**src/rtl/core/relay_axis_home_and_position_assert.svh**
```systemverilog
// Assertion macros shared by the axis controller RTL.
// Used by files that check their own logic; no other dependencies.
`ifndef RELAY_AXIS_HOME_AND_POSITION_ASSERT_SVH
`define RELAY_AXIS_HOME_AND_POSITION_ASSERT_SVH

`ifndef SYNTHESIS
// Clocked check that is switched off while reset is held.
`define RAHP_ASSERT(lbl, ck, rs, prop, msg) \
  lbl: assert property (@(posedge ck) disable iff (rs) prop) else $error(msg);
// Clocked check that also holds during reset.
`define RAHP_ASSERT_ALWAYS(lbl, ck, prop, msg) \
  lbl: assert property (@(posedge ck) prop) else $error(msg);
`else
`define RAHP_ASSERT(lbl, ck, rs, prop, msg)
`define RAHP_ASSERT_ALWAYS(lbl, ck, prop, msg)
`endif

`endif

```
**src/rtl/core/rahp_pkg.sv**
```systemverilog
// Shared types and constants for the relay axis controller.
// No dependencies; imported by every module of the block.
package rahp_pkg;

  // Field widths.
  localparam int POS_BITS  = 14;
  localparam int BAND_BITS = 12;
  localparam int STAT_BITS = 3;
  // Width for the signed stop-band offset before clamping.
  localparam int CALC_BITS = ((POS_BITS > BAND_BITS) ? POS_BITS : BAND_BITS) + 2;

  // Configuration port geometry.
  localparam int DATA_BITS = 32;
  localparam int ADDR_BITS = 4;

  // Register reset values in millivolts.
  localparam logic [POS_BITS-1:0]  MIN_MV_RST   = POS_BITS'(290);
  localparam logic [POS_BITS-1:0]  MAX_MV_RST   = POS_BITS'(8550);
  localparam logic [BAND_BITS-1:0] BAND_IN_RST  = BAND_BITS'(200);
  localparam logic [BAND_BITS-1:0] BAND_OUT_RST = BAND_BITS'(200);

  typedef logic [POS_BITS-1:0]  pos_t;
  typedef logic [BAND_BITS-1:0] band_t;
  typedef logic signed [CALC_BITS-1:0] calc_t;

  // Request kinds.
  typedef enum logic [1:0] {
    KIND_TICK = 2'd0,
    KIND_HOME = 2'd1,
    KIND_MOVE = 2'd2,
    KIND_HALT = 2'd3
  } kind_t;

  // Result status codes.
  typedef enum logic [STAT_BITS-1:0] {
    ST_OK    = 3'd0,
    ST_RUN   = 3'd1,
    ST_PAUSE = 3'd2,
    ST_STOP  = 3'd3,
    ST_ERR   = 3'd4
  } status_t;

  // Live configuration.
  typedef struct packed {
    pos_t  min_mv;
    pos_t  max_mv;
    band_t band_in_mv;
    band_t band_out_mv;
  } cfg_t;

  // One registered request.
  typedef struct packed {
    kind_t kind;
    pos_t  target_mv;
    pos_t  sample_mv;
    logic  sample_ok;
    logic  home_seen;
    logic  pause_req;
    logic  stop_req;
  } cmd_t;

  // Control part of one result.
  typedef struct packed {
    status_t status;
    logic    relay_on;
    logic    relay_up;
    logic    is_homed;
  } res_t;

endpackage

```
**src/rtl/core/relay_axis_home_and_position.sv**
```systemverilog
// Relay axis controller top level: input register, decision logic, result register.
// A request accepted into the input register passes to the result register when that register is free.
// Throughput: one request per cycle while the result channel does not stall; set by the single pass through rahp_ctrl.
// Reset (rst, synchronous): axis idle and not homed, configuration registers at their defaults.
// Depends on rahp_pkg, rahp_cfg and rahp_ctrl.
module relay_axis_home_and_position
  import rahp_pkg::*;
(
  input  logic                 clk,
  input  logic                 rst,
  // Request channel.
  input  logic                 cmd_valid,
  output logic                 cmd_stall,
  input  logic [1:0]           kind,
  input  logic [POS_BITS-1:0]  target_mv,
  input  logic [POS_BITS-1:0]  sample_mv,
  input  logic                 sample_ok,
  input  logic                 home_seen,
  input  logic                 pause_req,
  input  logic                 stop_req,
  // Result channel.
  output logic                 res_valid,
  input  logic                 res_stall,
  output logic [STAT_BITS-1:0] status,
  output logic                 relay_on,
  output logic                 relay_up,
  output logic [POS_BITS-1:0]  pos_mv,
  output logic                 pos_ok,
  output logic                 is_homed,
  // Configuration port.
  input  logic                 psel,
  input  logic                 penable,
  input  logic                 pwrite,
  input  logic [ADDR_BITS-1:0] paddr,
  input  logic [DATA_BITS-1:0] pwdata,
  output logic [DATA_BITS-1:0] prdata,
  output logic                 pready
);

  cfg_t cfg;
  cmd_t cmd_q;
  logic cmd_v;
  res_t res_c;
  res_t res_q;
  pos_t pos_q;
  logic pos_ok_q;
  logic adv;
  logic cmd_take;

  rahp_cfg u_cfg (
    .clk     (clk),
    .rst     (rst),
    .psel    (psel),
    .penable (penable),
    .pwrite  (pwrite),
    .paddr   (paddr),
    .pwdata  (pwdata),
    .prdata  (prdata),
    .pready  (pready),
    .cfg     (cfg)
  );

  rahp_ctrl u_ctrl (
    .clk (clk),
    .rst (rst),
    .adv (adv),
    .cmd (cmd_q),
    .cfg (cfg),
    .res (res_c)
  );

  // The request in the input register moves on when the result register is free.
  assign adv       = cmd_v && (!res_valid || !res_stall);
  assign cmd_stall = cmd_v && !adv;
  assign cmd_take  = cmd_valid && !cmd_stall;

  // Input register.
  always_ff @(posedge clk) begin
    if (rst) begin
      cmd_v <= 1'b0;
    end else if (cmd_take) begin
      cmd_v <= 1'b1;
    end else if (adv) begin
      cmd_v <= 1'b0;
    end
  end

  always_ff @(posedge clk) begin
    if (cmd_take) begin
      cmd_q.kind      <= kind_t'(kind);
      cmd_q.target_mv <= target_mv;
      cmd_q.sample_mv <= sample_mv;
      cmd_q.sample_ok <= sample_ok;
      cmd_q.home_seen <= home_seen;
      cmd_q.pause_req <= pause_req;
      cmd_q.stop_req  <= stop_req;
    end
  end

  // Result register.
  always_ff @(posedge clk) begin
    if (rst) begin
      res_valid <= 1'b0;
    end else if (adv) begin
      res_valid <= 1'b1;
    end else if (!res_stall) begin
      res_valid <= 1'b0;
    end
  end

  always_ff @(posedge clk) begin
    if (adv) begin
      res_q    <= res_c;
      pos_q    <= cmd_q.sample_ok ? cmd_q.sample_mv : '0;
      pos_ok_q <= cmd_q.sample_ok;
    end
  end

  assign status   = res_q.status;
  assign relay_on = res_q.relay_on;
  assign relay_up = res_q.relay_up;
  assign is_homed = res_q.is_homed;
  assign pos_mv   = pos_q;
  assign pos_ok   = pos_ok_q;

endmodule

```
**src/rtl/core/rahp_cfg.sv**
```systemverilog
// APB-style register file holding the position limits and stop bands.
// Depends on rahp_pkg.
module rahp_cfg
  import rahp_pkg::*;
(
  input  logic                 clk,
  input  logic                 rst,
  input  logic                 psel,
  input  logic                 penable,
  input  logic                 pwrite,
  input  logic [ADDR_BITS-1:0] paddr,
  input  logic [DATA_BITS-1:0] pwdata,
  output logic [DATA_BITS-1:0] prdata,
  output logic                 pready,
  output cfg_t                 cfg
);

  // Register indexes, taken from the word address.
  localparam logic [1:0] REG_MIN      = 2'd0;
  localparam logic [1:0] REG_MAX      = 2'd1;
  localparam logic [1:0] REG_BAND_IN  = 2'd2;
  localparam logic [1:0] REG_BAND_OUT = 2'd3;

  logic       wr_en;
  logic [1:0] reg_idx;

  assign pready  = 1'b1;
  assign wr_en   = psel & penable & pwrite & pready;
  assign reg_idx = paddr[3:2];

  // Register writes.
  always_ff @(posedge clk) begin
    if (rst) begin
      cfg.min_mv      <= MIN_MV_RST;
      cfg.max_mv      <= MAX_MV_RST;
      cfg.band_in_mv  <= BAND_IN_RST;
      cfg.band_out_mv <= BAND_OUT_RST;
    end else if (wr_en) begin
      case (reg_idx)
        REG_MIN:      cfg.min_mv      <= pwdata[POS_BITS-1:0];
        REG_MAX:      cfg.max_mv      <= pwdata[POS_BITS-1:0];
        REG_BAND_IN:  cfg.band_in_mv  <= pwdata[BAND_BITS-1:0];
        REG_BAND_OUT: cfg.band_out_mv <= pwdata[BAND_BITS-1:0];
        default: ;
      endcase
    end
  end

  // Read-back of the addressed register.
  always_comb begin
    case (reg_idx)
      REG_MIN:      prdata = DATA_BITS'(cfg.min_mv);
      REG_MAX:      prdata = DATA_BITS'(cfg.max_mv);
      REG_BAND_IN:  prdata = DATA_BITS'(cfg.band_in_mv);
      REG_BAND_OUT: prdata = DATA_BITS'(cfg.band_out_mv);
      default:      prdata = '0;
    endcase
  end

endmodule

```
**src/rtl/core/rahp_ctrl.sv**
```systemverilog
// Axis state and the single-pass decision logic for one request.
// Depends on rahp_pkg and the shared assertion macro header.
`include "relay_axis_home_and_position_assert.svh"

module rahp_ctrl
  import rahp_pkg::*;
(
  input  logic clk,
  input  logic rst,
  input  logic adv,
  input  cmd_t cmd,
  input  cfg_t cfg,
  output res_t res
);

  typedef enum logic [1:0] {
    MODE_IDLE = 2'd0,
    MODE_HOMING = 2'd1,
    MODE_MOVING = 2'd2
  } mode_t;

  mode_t   mode, mode_next;
  pos_t    goal_mv, goal_mv_next;
  logic    going_up, going_up_next;
  logic    homed_flag, homed_flag_next;
  status_t status;

  calc_t tgt_c, smp_c, min_c, max_c, comp_raw, comp_lo, comp;
  logic  move_up, move_bad, move_done, tick_done;

  // Offset goal for a move: pick direction, apply the stop band, clamp.
  always_comb begin
    tgt_c    = calc_t'(cmd.target_mv);
    smp_c    = calc_t'(cmd.sample_mv);
    min_c    = calc_t'(cfg.min_mv);
    max_c    = calc_t'(cfg.max_mv);
    move_up  = cmd.sample_mv < cmd.target_mv;
    comp_raw = move_up ? tgt_c - calc_t'(cfg.band_out_mv)
                       : tgt_c + calc_t'(cfg.band_in_mv);
    comp_lo  = (comp_raw < min_c) ? min_c : comp_raw;
    comp     = (comp_lo > max_c) ? max_c : comp_lo;
    move_done = move_up ? (smp_c >= comp) : (smp_c <= comp);
    move_bad  = !homed_flag || (cmd.target_mv < cfg.min_mv) ||
                (cmd.target_mv > cfg.max_mv) || !cmd.sample_ok;
    tick_done = going_up ? (cmd.sample_mv >= goal_mv) : (cmd.sample_mv <= goal_mv);
  end

  // Next state and status for the request in the input register.
  always_comb begin
    mode_next       = mode;
    goal_mv_next    = goal_mv;
    going_up_next   = going_up;
    homed_flag_next = homed_flag;
    status          = ST_OK;
    case (cmd.kind)
      KIND_TICK: begin
        case (mode)
          MODE_HOMING: begin
            if (cmd.pause_req) begin
              mode_next = MODE_IDLE;
              status    = ST_PAUSE;
            end else if (cmd.stop_req) begin
              mode_next = MODE_IDLE;
              status    = ST_STOP;
            end else if (cmd.home_seen) begin
              homed_flag_next = 1'b1;
              mode_next       = MODE_IDLE;
              status          = ST_OK;
            end else begin
              status = ST_RUN;
            end
          end
          MODE_MOVING: begin
            if (cmd.stop_req) begin
              mode_next = MODE_IDLE;
              status    = ST_STOP;
            end else if (cmd.pause_req) begin
              mode_next = MODE_IDLE;
              status    = ST_PAUSE;
            end else if (!cmd.sample_ok) begin
              mode_next = MODE_IDLE;
              status    = ST_ERR;
            end else if (tick_done) begin
              mode_next = MODE_IDLE;
              status    = ST_OK;
            end else begin
              status = ST_RUN;
            end
          end
          default: begin
            mode_next = MODE_IDLE;
            status    = ST_OK;
          end
        endcase
      end
      KIND_HOME: begin
        if (cmd.home_seen) begin
          homed_flag_next = 1'b1;
          mode_next       = MODE_IDLE;
          status          = ST_OK;
        end else begin
          mode_next = MODE_HOMING;
          status    = ST_RUN;
        end
      end
      KIND_MOVE: begin
        if (move_bad) begin
          status = ST_ERR;
        end else if (move_done) begin
          mode_next = MODE_IDLE;
          status    = ST_OK;
        end else begin
          mode_next     = MODE_MOVING;
          goal_mv_next  = comp[POS_BITS-1:0];
          going_up_next = move_up;
          status        = ST_RUN;
        end
      end
      default: begin
        mode_next = MODE_IDLE;
        status    = ST_OK;
      end
    endcase
  end

  // Result fields that follow from the new state.
  always_comb begin
    res.status   = status;
    res.relay_on = (mode_next != MODE_IDLE);
    res.relay_up = (mode_next == MODE_MOVING) ? going_up_next : 1'b0;
    res.is_homed = homed_flag_next;
  end

  // Axis state, updated when a request passes to the result register.
  always_ff @(posedge clk) begin
    if (rst) begin
      mode       <= MODE_IDLE;
      goal_mv    <= '0;
      going_up   <= 1'b0;
      homed_flag <= 1'b0;
    end else if (adv) begin
      mode       <= mode_next;
      goal_mv    <= goal_mv_next;
      going_up   <= going_up_next;
      homed_flag <= homed_flag_next;
    end
  end

  `RAHP_ASSERT(a_homed_sticky, clk, rst, homed_flag |=> homed_flag, "homed flag was lost")
  `RAHP_ASSERT(a_move_needs_home, clk, rst, (mode == MODE_MOVING) |-> homed_flag, "moving while not homed")
  `RAHP_ASSERT(a_halt_idles, clk, rst, (adv && cmd.kind == KIND_HALT) |=> (mode == MODE_IDLE), "halt left axis active")
  `RAHP_ASSERT(a_hold_state, clk, rst, !adv |=> ($stable(mode) && $stable(goal_mv)), "state changed without a request")

endmodule
```
**config.mk**
```make
export PLATFORM = sky130hd
export DESIGN_NAME = relay_axis_home_and_position
export DESIGN_NICKNAME = d
export VERILOG_FILES = /design/src/rtl/core/rahp_pkg.sv /design/src/rtl/core/relay_axis_home_and_position.sv /design/src/rtl/core/rahp_cfg.sv /design/src/rtl/core/rahp_ctrl.sv
export VERILOG_INCLUDE_DIRS = /design/src /design/src/rtl/core
export SDC_FILE = /design/constraint.sdc
export NUM_CORES = 1
export LEC_CHECK = 0
export BUFFER_PORTS_ARGS = -buffer_cell sky130_fd_sc_hd__buf_4
export CAP_MARGIN = 20
export CORE_MARGIN = 2
export CORE_UTILIZATION = 54
export DETAILED_ROUTE_END_ITERATION = 12
export GPL_ROUTABILITY_DRIVEN = 0
export PLACE_DENSITY = 0.76
export SYNTH_ARGS = -nofsm -noshare
export SYNTH_HDL_FRONTEND = slang
export SYNTH_HIERARCHICAL = 1
export SYNTH_SLANG_ARGS = --single-unit
```
**constraint.sdc**
```tcl
create_clock -name clk -period 10.49 [get_ports clk]
set_clock_uncertainty 0.05 [all_clocks]
set_input_delay 1.049 -clock clk [delete_from_list [all_inputs] [get_ports clk]]
set_output_delay 1.049 -clock clk [all_outputs]
set_load 0.01 [all_outputs]
```
==> impl_metrics.csv, run 1 <==
group,metric,value,unit
run_status,status,"finished clean",
synth,synthAdderAreaFrac,0.164,
worst_setup_path,r2r-end,"relay_up",
global_routing,grt_pass1_wl,38000,um
power_and_ir_drop,ir_drop,0.000134,V
timing,setup_violations,0,
clocking,clock_latency,0.43,ns
clocking,numCtsBuffers,17,
timing,max_freq,103,MHz
synth,yosysWarnings,6,
timing,tightest_slew,1.00,ns
route,drc_errors,0,
worst_setup_path,critPathRequiredTime,10.65,ns
final_layout,final_nets,1280,
synth,synthSimpleGateAreaFrac,0.161,
global_routing,grt_max_degree,95,
worst_setup_path,reg2regPathDepth,38,
global_routing,gr-total-overflow,0,
route,drtIter0Drc,591,
global_routing,grt_pass1_vias,7651,
timing,max-slew-margin-rel,0.328,
route,drt-pass1-iter-count,5,
clocking,htree_levels,4,
place,io_buffers,93,
synth,synth_enable_flop_cells,55,
worst_setup_path,reg2reg_setup_slack,0.77,ns
hold_path,hp-class,"reg2reg",
floorplanning,ios,133,
synth,synth_cells,995,
worst_setup_path,startpoint_type,"flop",
worst_setup_path,crit_start,"cmd_q[23]",
route,wirelength_met1,10400,um
final_layout,layout_common_cells,"ha_1, buf_4, inv_1",
route,wl_met3,1250,um
synth,yosysUniqueCellTypes,82,
clocking,clkSinkCount,127,
timing,whs,0.406,ns
timing,post-route-min-period,9.72,ns
route,vias,7745,
global_routing,grt_use_total,0.264,
synth,synth-compound-area-share,0.157,
timing,slew_viol_final,0,
place,hpwlAfterDp,18300,um
route,post_drt_wl_per_cell,18.1,um
route,wl_met2,11600,um
final_layout,drive_above_1_share,0.176,
synth,synth.mux.area_fraction,0.106,
synth,synthFlopType,"dfxtp_1",
floorplanning,die_h,137,um
floorplanning,initial_utilization,0.551,
worst_setup_path,crit_type,"reg2reg",
run,drv_cap,0,
worst_setup_path,worstPathMaxFanout,14,
clocking,path_clk_slew,0.06,ns
final_layout,area_delta_synth_final,14.7,%
floorplanning,die_x,137,um
route,via_per_inst,5.88,
worst_setup_path,cp.arrival,9.88,ns
synth,synth_area,9530,um2
worst_setup_path,end_kind,"flop",
synth,ys_seq_elements,127,
route,highest_layer,"met4",
floorplanning,rows,48,
route,drt-total-wl,23800,um
synth,synth_top_family_by_area,"adder cells",
synth,async_flop_share,0,
global_routing,antenna_found_initial,0,
worst_setup_path,r2r-start,"cmd_q[23]",
clocking,clk_path_buf_depth,2,
synth,yosysSeqAreaShare,0.325,
final_layout,fin_cells,1317,
timing,timing_hold_violations_final,0,
clocking,post_cts_buffers,0,
worst_setup_path,crit_end,"relay_up",
timing,tns,0,ns
final_layout,antenna-diode-count,0,
clocking,cts_tree,"done",
timing,rsz0062_at_grt,"no",
power_and_ir_drop,power.leakage,4.71,nW
worst_setup_path,cpPeakStageDelay,0.54,ns
power_and_ir_drop,power_density,139,nW/um2
floorplanning,die_area,18700,um2
route,ant_nets,0,
timing,fin_crit_sh,0.926,
place,dp_cells,1285,
clocking,cts_root_buf,"clkbuf_16",
worst_setup_path,cpMostUsedCell,"ha_1",
final_layout,final_common_cell,"ha_1",
synth,synth_xor_xnor_area_share,0.0165,
floorplanning,core-area,17300,um2
synth,avgSynthCellArea,9.58,um2
worst_setup_path,slowest_stage,"edfxtp_1",
-- report_power, final --
group	leakage (nW)	internal (W)	switching (W)
logic	3.29	0.000161	0.000206
registers	1.12	0.000533	0.0000190
clock network	0.309	0.000387	0.000216
-- Yosys cell counts (all sizes together) (7+ instances only) --
cell    count  area share
mux4       12       0.028
clkbuf     12      0.0047
inv        85       0.033
dfxtp      72        0.15
edfxtp     55        0.17
buf        41       0.032
o211ai      9      0.0076
ha        122        0.16
nand4      12      0.0092
nor3       15      0.0096
o21ai      64       0.034
nor2       59       0.023
and2       15       0.011
a21o       13       0.010
o21a        9      0.0071
a31oi       7      0.0046
nand2b     52       0.035
mux2i      59       0.062
a211oi     14       0.011
nand2      38       0.015
nand3      20       0.011
and3       10      0.0066
nor2b      20       0.013
xnor2      12       0.011
a21oi      55       0.029
mux2       13       0.015
-- flip-flops by register name, summed over array words and instances, names as in the netlist --
name / cells
u_cfg/cfg: 52
pos_mv: 14
status: 3
u_ctrl/mode: 2
is_homed: 1
relay_on: 1
u_ctrl/goal_mv: 14
cmd_v: 1
pos_ok: 1
res_valid: 1
cmd_q: 34
relay_up: 1
u_ctrl/homed_flag: 1
u_ctrl/going_up: 1
-- per-stage QoR --
step,setup WS (ns),power (W),instance area (um2),util
4_1_cts,0.710,0.00153,10900,0.631
3_3_place_gp,0.904,0.000912,10300,0.595
3_5_place_dp,0.745,0.000920,10300,0.595
5_1_grt,0.0374,0.00160,10900,0.632
2_1_floorplan,1.94,0.000822,9590,-
6_report,0.774,0.00152,10900,0.632
-- logic make-up after synthesis --
| family | after synthesis |
|---|---|
| other | 2 |
| and+or+nand+nor | 272 |
| AOI/OAI and AO/OA | 228 |
| buffers and inverters | 140 |
| xor gates and xnor gates | 18 |
| muxes | 84 |
| adders and majority gates | 124 |
| DFF | 127 |
-- layout make-up --
cell class	count	area (um2)
clock inverters	7	68.8
repair buffers	101	758
inverters	87	330
fillers	1463	6370
multi-input cells	745	5850
clock buffers	25	549
flip-flops and latches	127	3090
well taps	225	282
-- critical path: cells and delay by family, from the launching register on --
| family | cells | cell delay, ns |
|---|---|---|
| adder cells (fa/ha/maj) | 5 | 1.74 |
| flip-flops | 1 | 0.54 |
| AND/OR/NAND/NOR | 13 | 2.54 |
| multiplexers | 2 | 0.50 |
| XOR/XNOR | 1 | 0.33 |
| AO/OA/AOI/OAI | 12 | 2.70 |
| buffers and inverters | 5 | 1.09 |
-- timing repair --
action / in CTS / in global routing
endpoints found under the setup margin: 0 / 14
hold buffers: 0 / 0
resized for setup: 0 / 4
-- worst min-delay path by stage --
stage                           start                 to  slack (ns)  cells past startpoint
detailed placement  u_ctrl/goal_mv[2]  u_ctrl/goal_mv[2]        0.40                      2
floorplan           u_ctrl/goal_mv[2]  u_ctrl/goal_mv[2]        0.39                      2
CTS                 u_ctrl/goal_mv[2]  u_ctrl/goal_mv[2]        0.40                      2
global route        u_ctrl/goal_mv[2]  u_ctrl/goal_mv[2]        0.44                      2
global placement    u_ctrl/goal_mv[2]  u_ctrl/goal_mv[2]        0.39                      2
finish              u_ctrl/goal_mv[2]  u_ctrl/goal_mv[2]        0.41                      2
-- routing by layer --
layer  vias up  global-route usage
li1       3765                   -
met3        46              0.0448
met4         0               0.104
met1      3686               0.333
met2       248               0.452
met5         -                   0
Power figures use the tool's default switching activity.
==> run 2: changes to the inputs <==
- clock period: 10.49 -> 11.9 ns (I/O delays scaled with it)
==> run 2 against run 1 <==
Non-clock buffer count down 4. Hold slack better by 0.0016 ns. Critical path type unchanged. Total power fell by 14%. Largest cell class unchanged. Critical path depth down 2. Maximum frequency shrank 9.4%.
==> impl_metrics.csv, run 2 (synthesis gave the netlist of run 1 again) <==
group,metric,value,unit
timing,slew_viol_final,0,
floorplanning,die_area,18700,um2
global_routing,antenna_found_initial,0,
timing,fin_crit_sh,0.901,
place,io_buffers,93,
place,place_area,10300,um2
route,ant_nets,0,
clocking,clock_latency,0.42,ns
clocking,cts_root_buf,"clkbuf_16",
clocking,hold_buffers,0,
place,hpwlAfterDp,18400,um
power_and_ir_drop,finalPower,0.00131,W
global_routing,grt_pass1_vias,7599,
final_layout,layout_common_cells,"ha_1, buf_4, inv_1",
global_routing,grt_use_total,0.265,
place,dp_cells,1281,
floorplanning,initial_utilization,0.551,
timing,post-route-min-period,10.72,ns
run_status,status,"finished clean",
timing,setup_violations,0,
timing,whs,0.408,ns
worst_setup_path,cpPeakStageDelay,0.82,ns
worst_setup_path,cp.arrival,11.01,ns
clocking,post_cts_buffers,0,
hold_path,min-delay-start,"u_ctrl/goal_mv[6]",
timing,timing_hold_violations_final,0,
run,drv_cap,0,
timing,max_freq,93.2,MHz
worst_setup_path,critPathRequiredTime,12.19,ns
route,post_drt_wl_per_cell,18.1,um
global_routing,grt_max_degree,95,
power_and_ir_drop,power_density,121,nW/um2
floorplanning,core-area,17300,um2
worst_setup_path,r2r-start,"cmd_q[23]",
worst_setup_path,cpMostUsedCell,"ha_1",
worst_setup_path,slowest_stage,"a21boi_2",
final_layout,final_nets,1276,
floorplanning,die_h,137,um
final_layout,area_delta_synth_final,13.7,%
final_layout,design_area,10800,um2
clocking,ctsResizeCount,0,
worst_setup_path,end_kind,"flop",
worst_setup_path,worstPathMaxFanout,21,
clocking,path_clk_slew,0.05,ns
route,drtIter0Drc,526,
power_and_ir_drop,power.leakage,4.66,nW
clocking,cts_tree,"done",
final_layout,fin_cells,1312,
hold_path,hp-class,"reg2reg",
timing,tns,0,ns
final_layout,largest_reg_flops,52,
worst_setup_path,crit_start,"cmd_q[23]",
route,drc_errors,0,
clocking,numCtsBuffers,17,
clocking,clk_path_buf_depth,2,
floorplanning,ios,133,
final_layout,top_regs,"u_cfg/cfg (52), cmd_q (34)",
final_layout,antenna-diode-count,0,
route,vias,7736,
timing,rsz0062_at_grt,"no",
worst_setup_path,crit_type,"reg2reg",
power_and_ir_drop,ir_drop,0.000129,V
timing,max-slew-margin-rel,0.333,
floorplanning,rows,48,
timing,tightest_slew,0.998,ns
route,drt-pass1-iter-count,5,
final_layout,final_common_cell,"ha_1",
route,drt-total-wl,23800,um
clocking,clkSinkCount,127,
global_routing,gr-total-overflow,0,
route,via_per_inst,5.90,
final_layout,regMostFlops,"u_cfg/cfg",
floorplanning,die_x,137,um
final_layout,drive_above_1_share,0.167,
clocking,htree_levels,4,
worst_setup_path,startpoint_type,"flop",
global_routing,grt_pass1_wl,38100,um
## run 2: changes by cell type in the layout (fill, tap and decap cells not counted), moves of 2 or more
| cell | delta |
|---|---|
| clkbuf_1 | +2 |
| clkbuf_16 | -2 |
| clkinv_4 | -2 |
| buf_4 | -4 |
## run 2: metal layers
metal / GRT usage / routed length [um] / share of wire / up-vias
li1: - / - / - / 3765
met4: 0.0911 / 588 / 0.025 / 0
met1: 0.343 / 10500 / 0.44 / 3712
met5: 0 / 0 / 0 / -
met2: 0.448 / 11500 / 0.48 / 217
met3: 0.0444 / 1200 / 0.051 / 42
## run 2: area by class of cell
class,count,area (um2)
fillers,1499,6460
multi-input cells,745,5840
repair buffers,97,728
inverters,87,327
clock inverters,5,53.8
clock buffers,26,520
well taps,225,282
flip-flops and latches,127,3090
## run 2: report_power, final
group	switching [W]	internal (W)
registers	0.0000168	0.000470
logic	0.000181	0.000140
clock network	0.000182	0.000320
## run 2: final timing paths
check	endpoint	slack, ns	cells after the start
max	u_ctrl/goal_mv[0]	1.18	36
min	u_ctrl/goal_mv[6]	0.41	2
min reg2reg	u_ctrl/goal_mv[6]	0.41	2
max reg2reg	u_ctrl/goal_mv[0]	1.18	36
## run 2: metrics by stage
stage | setup slack [ns] | util
6_report | 1.18 | 0.627
5_1_grt | 0.409 | 0.627
4_1_cts | 1.37 | 0.627
3_5_place_dp | 1.40 | 0.594
3_3_place_gp | 1.51 | 0.594
2_1_floorplan | 3.35 | -
## run 2: worst max-delay path: cells and delay by family, from the launching register on
family	cells	cell delay, ns
AOI/OAI and AO/OA	14	3.67
xor gates and xnor gates	1	0.31
adders and majority gates	5	1.66
buffers and inverters	3	0.91
DFF	1	0.52
muxes	2	0.84
and+or+nand+nor	11	2.64
==> run 3: changes to the inputs <==
- REMOVE_ABC_BUFFERS: default -> 1
==> run 3 against run 2 <==
Hold slack got worse by 0.0022 ns. Combinational power grew 2%. Core utilization rose by 0.40 points. Via count rose by 0.59%. Cell area up 0.63%. Setup slack got worse by 0.29 ns. Register-to-register slack lost 0.29 ns. Sequential share of layout area down 0.18 points. Die area unchanged. Non-clock buffer count unchanged. Clock power rose by 9.0%. Critical path type unchanged. Largest cell class unchanged. Largest power group unchanged. Highest routed layer unchanged.
==> impl_metrics.csv, run 3 (synthesis gave the netlist of run 1 again) <==
group,metric,value,unit
run_status,status,"finished clean",
worst_setup_path,cpPeakStageDelay,0.76,ns
worst_setup_path,r2r-start,"cmd_q[19]",
worst_setup_path,crit_start,"cmd_q[19]",
route,vias,7782,
route,drc_errors,0,
timing,tightest_slew,1.06,ns
power_and_ir_drop,ir_drop,0.000116,V
clocking,clkSinkCount,127,
floorplanning,ios,133,
timing,max-slew-margin-rel,0.288,
route,drt-pass1-iter-count,5,
final_layout,largest_reg_flops,52,
clocking,numCtsBuffers,17,
route,via_per_inst,5.93,
route,wirelength_met1,10900,um
power_and_ir_drop,power.leakage,4.69,nW
timing,rsz0062_at_grt,"no",
place,hpwlAfterDp,18000,um
worst_setup_path,end_kind,"flop",
worst_setup_path,slowest_stage,"o31a_1",
floorplanning,core-area,17300,um2
worst_setup_path,cp.arrival,11.28,ns
clocking,htree_levels,4,
final_layout,final_nets,1276,
timing,fin_crit_sh,0.925,
route,drtIter0Drc,639,
worst_setup_path,startpoint_type,"flop",
final_layout,top_regs,"u_cfg/cfg (52), cmd_q (34)",
timing,whs,0.406,ns
worst_setup_path,worstPathMaxFanout,19,
timing,setup_violations,0,
global_routing,gr-total-overflow,0,
route,wl_met2,11100,um
final_layout,regMostFlops,"u_cfg/cfg",
clocking,cts_tree,"done",
place,dp_cells,1281,
final_layout,area_delta_synth_final,14.5,%
hold_path,min-delay-start,"u_ctrl/goal_mv[2]",
clocking,clk_path_buf_depth,2,
power_and_ir_drop,power_density,125,nW/um2
floorplanning,initial_utilization,0.551,
route,wl_met3,1520,um
floorplanning,die_h,137,um
clocking,cts_root_buf,"clkbuf_16",
final_layout,drive_above_1_share,0.172,
floorplanning,die_x,137,um
final_layout,antenna-diode-count,0,
global_routing,antenna_found_initial,0,
worst_setup_path,crit_type,"reg2reg",
timing,tns,0,ns
final_layout,layout_common_cells,"ha_1, buf_4, inv_1",
clocking,path_clk_slew,0.06,ns
worst_setup_path,reg2reg_setup_slack,0.89,ns
route,drt-total-wl,24200,um
global_routing,grt_use_total,0.266,
worst_setup_path,reg2regPathDepth,37,
timing,slew_viol_final,0,
route,ant_nets,0,
clocking,clock_latency,0.43,ns
worst_setup_path,r2r-end,"u_ctrl/goal_mv[3]",
global_routing,grt_pass1_wl,38400,um
floorplanning,rows,48,
worst_setup_path,cpMostUsedCell,"ha_1",
clocking,post_cts_buffers,0,
global_routing,grt_max_degree,95,
final_layout,final_common_cell,"ha_1",
global_routing,grt_pass1_vias,7620,
timing,timing_hold_violations_final,0,
place,io_buffers,93,
route,highest_layer,"met4",
floorplanning,die_area,18700,um2
final_layout,fin_cells,1313,
worst_setup_path,critPathRequiredTime,12.17,ns
hold_path,hp-class,"reg2reg",
route,post_drt_wl_per_cell,18.4,um
timing,post-route-min-period,11.01,ns
worst_setup_path,crit_end,"u_ctrl/goal_mv[3]",
run,drv_cap,0,
timing,max_freq,90.8,MHz
[run 3: cell types whose count changed in the layout (fill, tap and decap cells not counted), sizes merged]
cell	delta
bufinv	+1
clkbuf	-6
clkinv	+1
clkinvlp	+2
inv	+3
[run 3: critical path, delay by kind of cell (launching register included)]
family          cells  cell delay (ns)
compound gates     15             3.93
simple gates       12             2.82
fa+ha+maj           5             1.63
buf+inv             2             0.87
xor+xnor            2             0.61
flops               1             0.54
mux                 1             0.43
[run 3: timing repair]
item	in CTS	in global routing
setup endpoints to repair	0	11
hold buffers	0	0
gates resized for setup	0	2
[run 3: power breakdown]
| group | switching [W] | total [W] | internal [W] |
|---|---|---|---|
| clock | 0.000205 | 0.000547 | 0.000342 |
| sequential | 0.0000160 | 0.000486 | 0.000470 |
| combinational | 0.000186 | 0.000326 | 0.000140 |
[run 3: worst min path at each step]
stage                             end  cells past startpoint  slack (ns)
finish              u_ctrl/goal_mv[2]                      2        0.41
global route        u_ctrl/goal_mv[2]                      2        0.43
CTS                 u_ctrl/goal_mv[2]                      2        0.41
detailed placement  u_ctrl/goal_mv[2]                      2        0.40
global placement    u_ctrl/goal_mv[6]                      2        0.40
floorplan           u_ctrl/goal_mv[2]                      2        0.38
[run 3: layout make-up]
class | instances | area [um2]
clock buffers | 20 | 489
clock inverters | 12 | 144
fillers | 1451 | 6390
inverters | 87 | 327
multi-input cells | 745 | 5850
flip-flops and latches | 127 | 3090
well taps | 225 | 282
repair buffers | 97 | 728
[run 3: metrics by stage]
stage | setup slack (ns) | utilization | total power, W | area [um2]
global placement | 1.28 | 0.594 | 0.000801 | 10300
floorplan | 2.38 | - | 0.000708 | 9250
CTS | 0.882 | 0.630 | 0.00136 | 10900
detailed placement | 1.01 | 0.594 | 0.000810 | 10300
global route | 0.235 | 0.631 | 0.00143 | 10900
finish | 0.891 | 0.631 | 0.00136 | 10900
[run 3: per-layer routing]
layer	global-route usage	vias up
met5	0	-
met4	0.107	0
met3	0.0515	39
met2	0.421	312
met1	0.359	3671
li1	-	3760
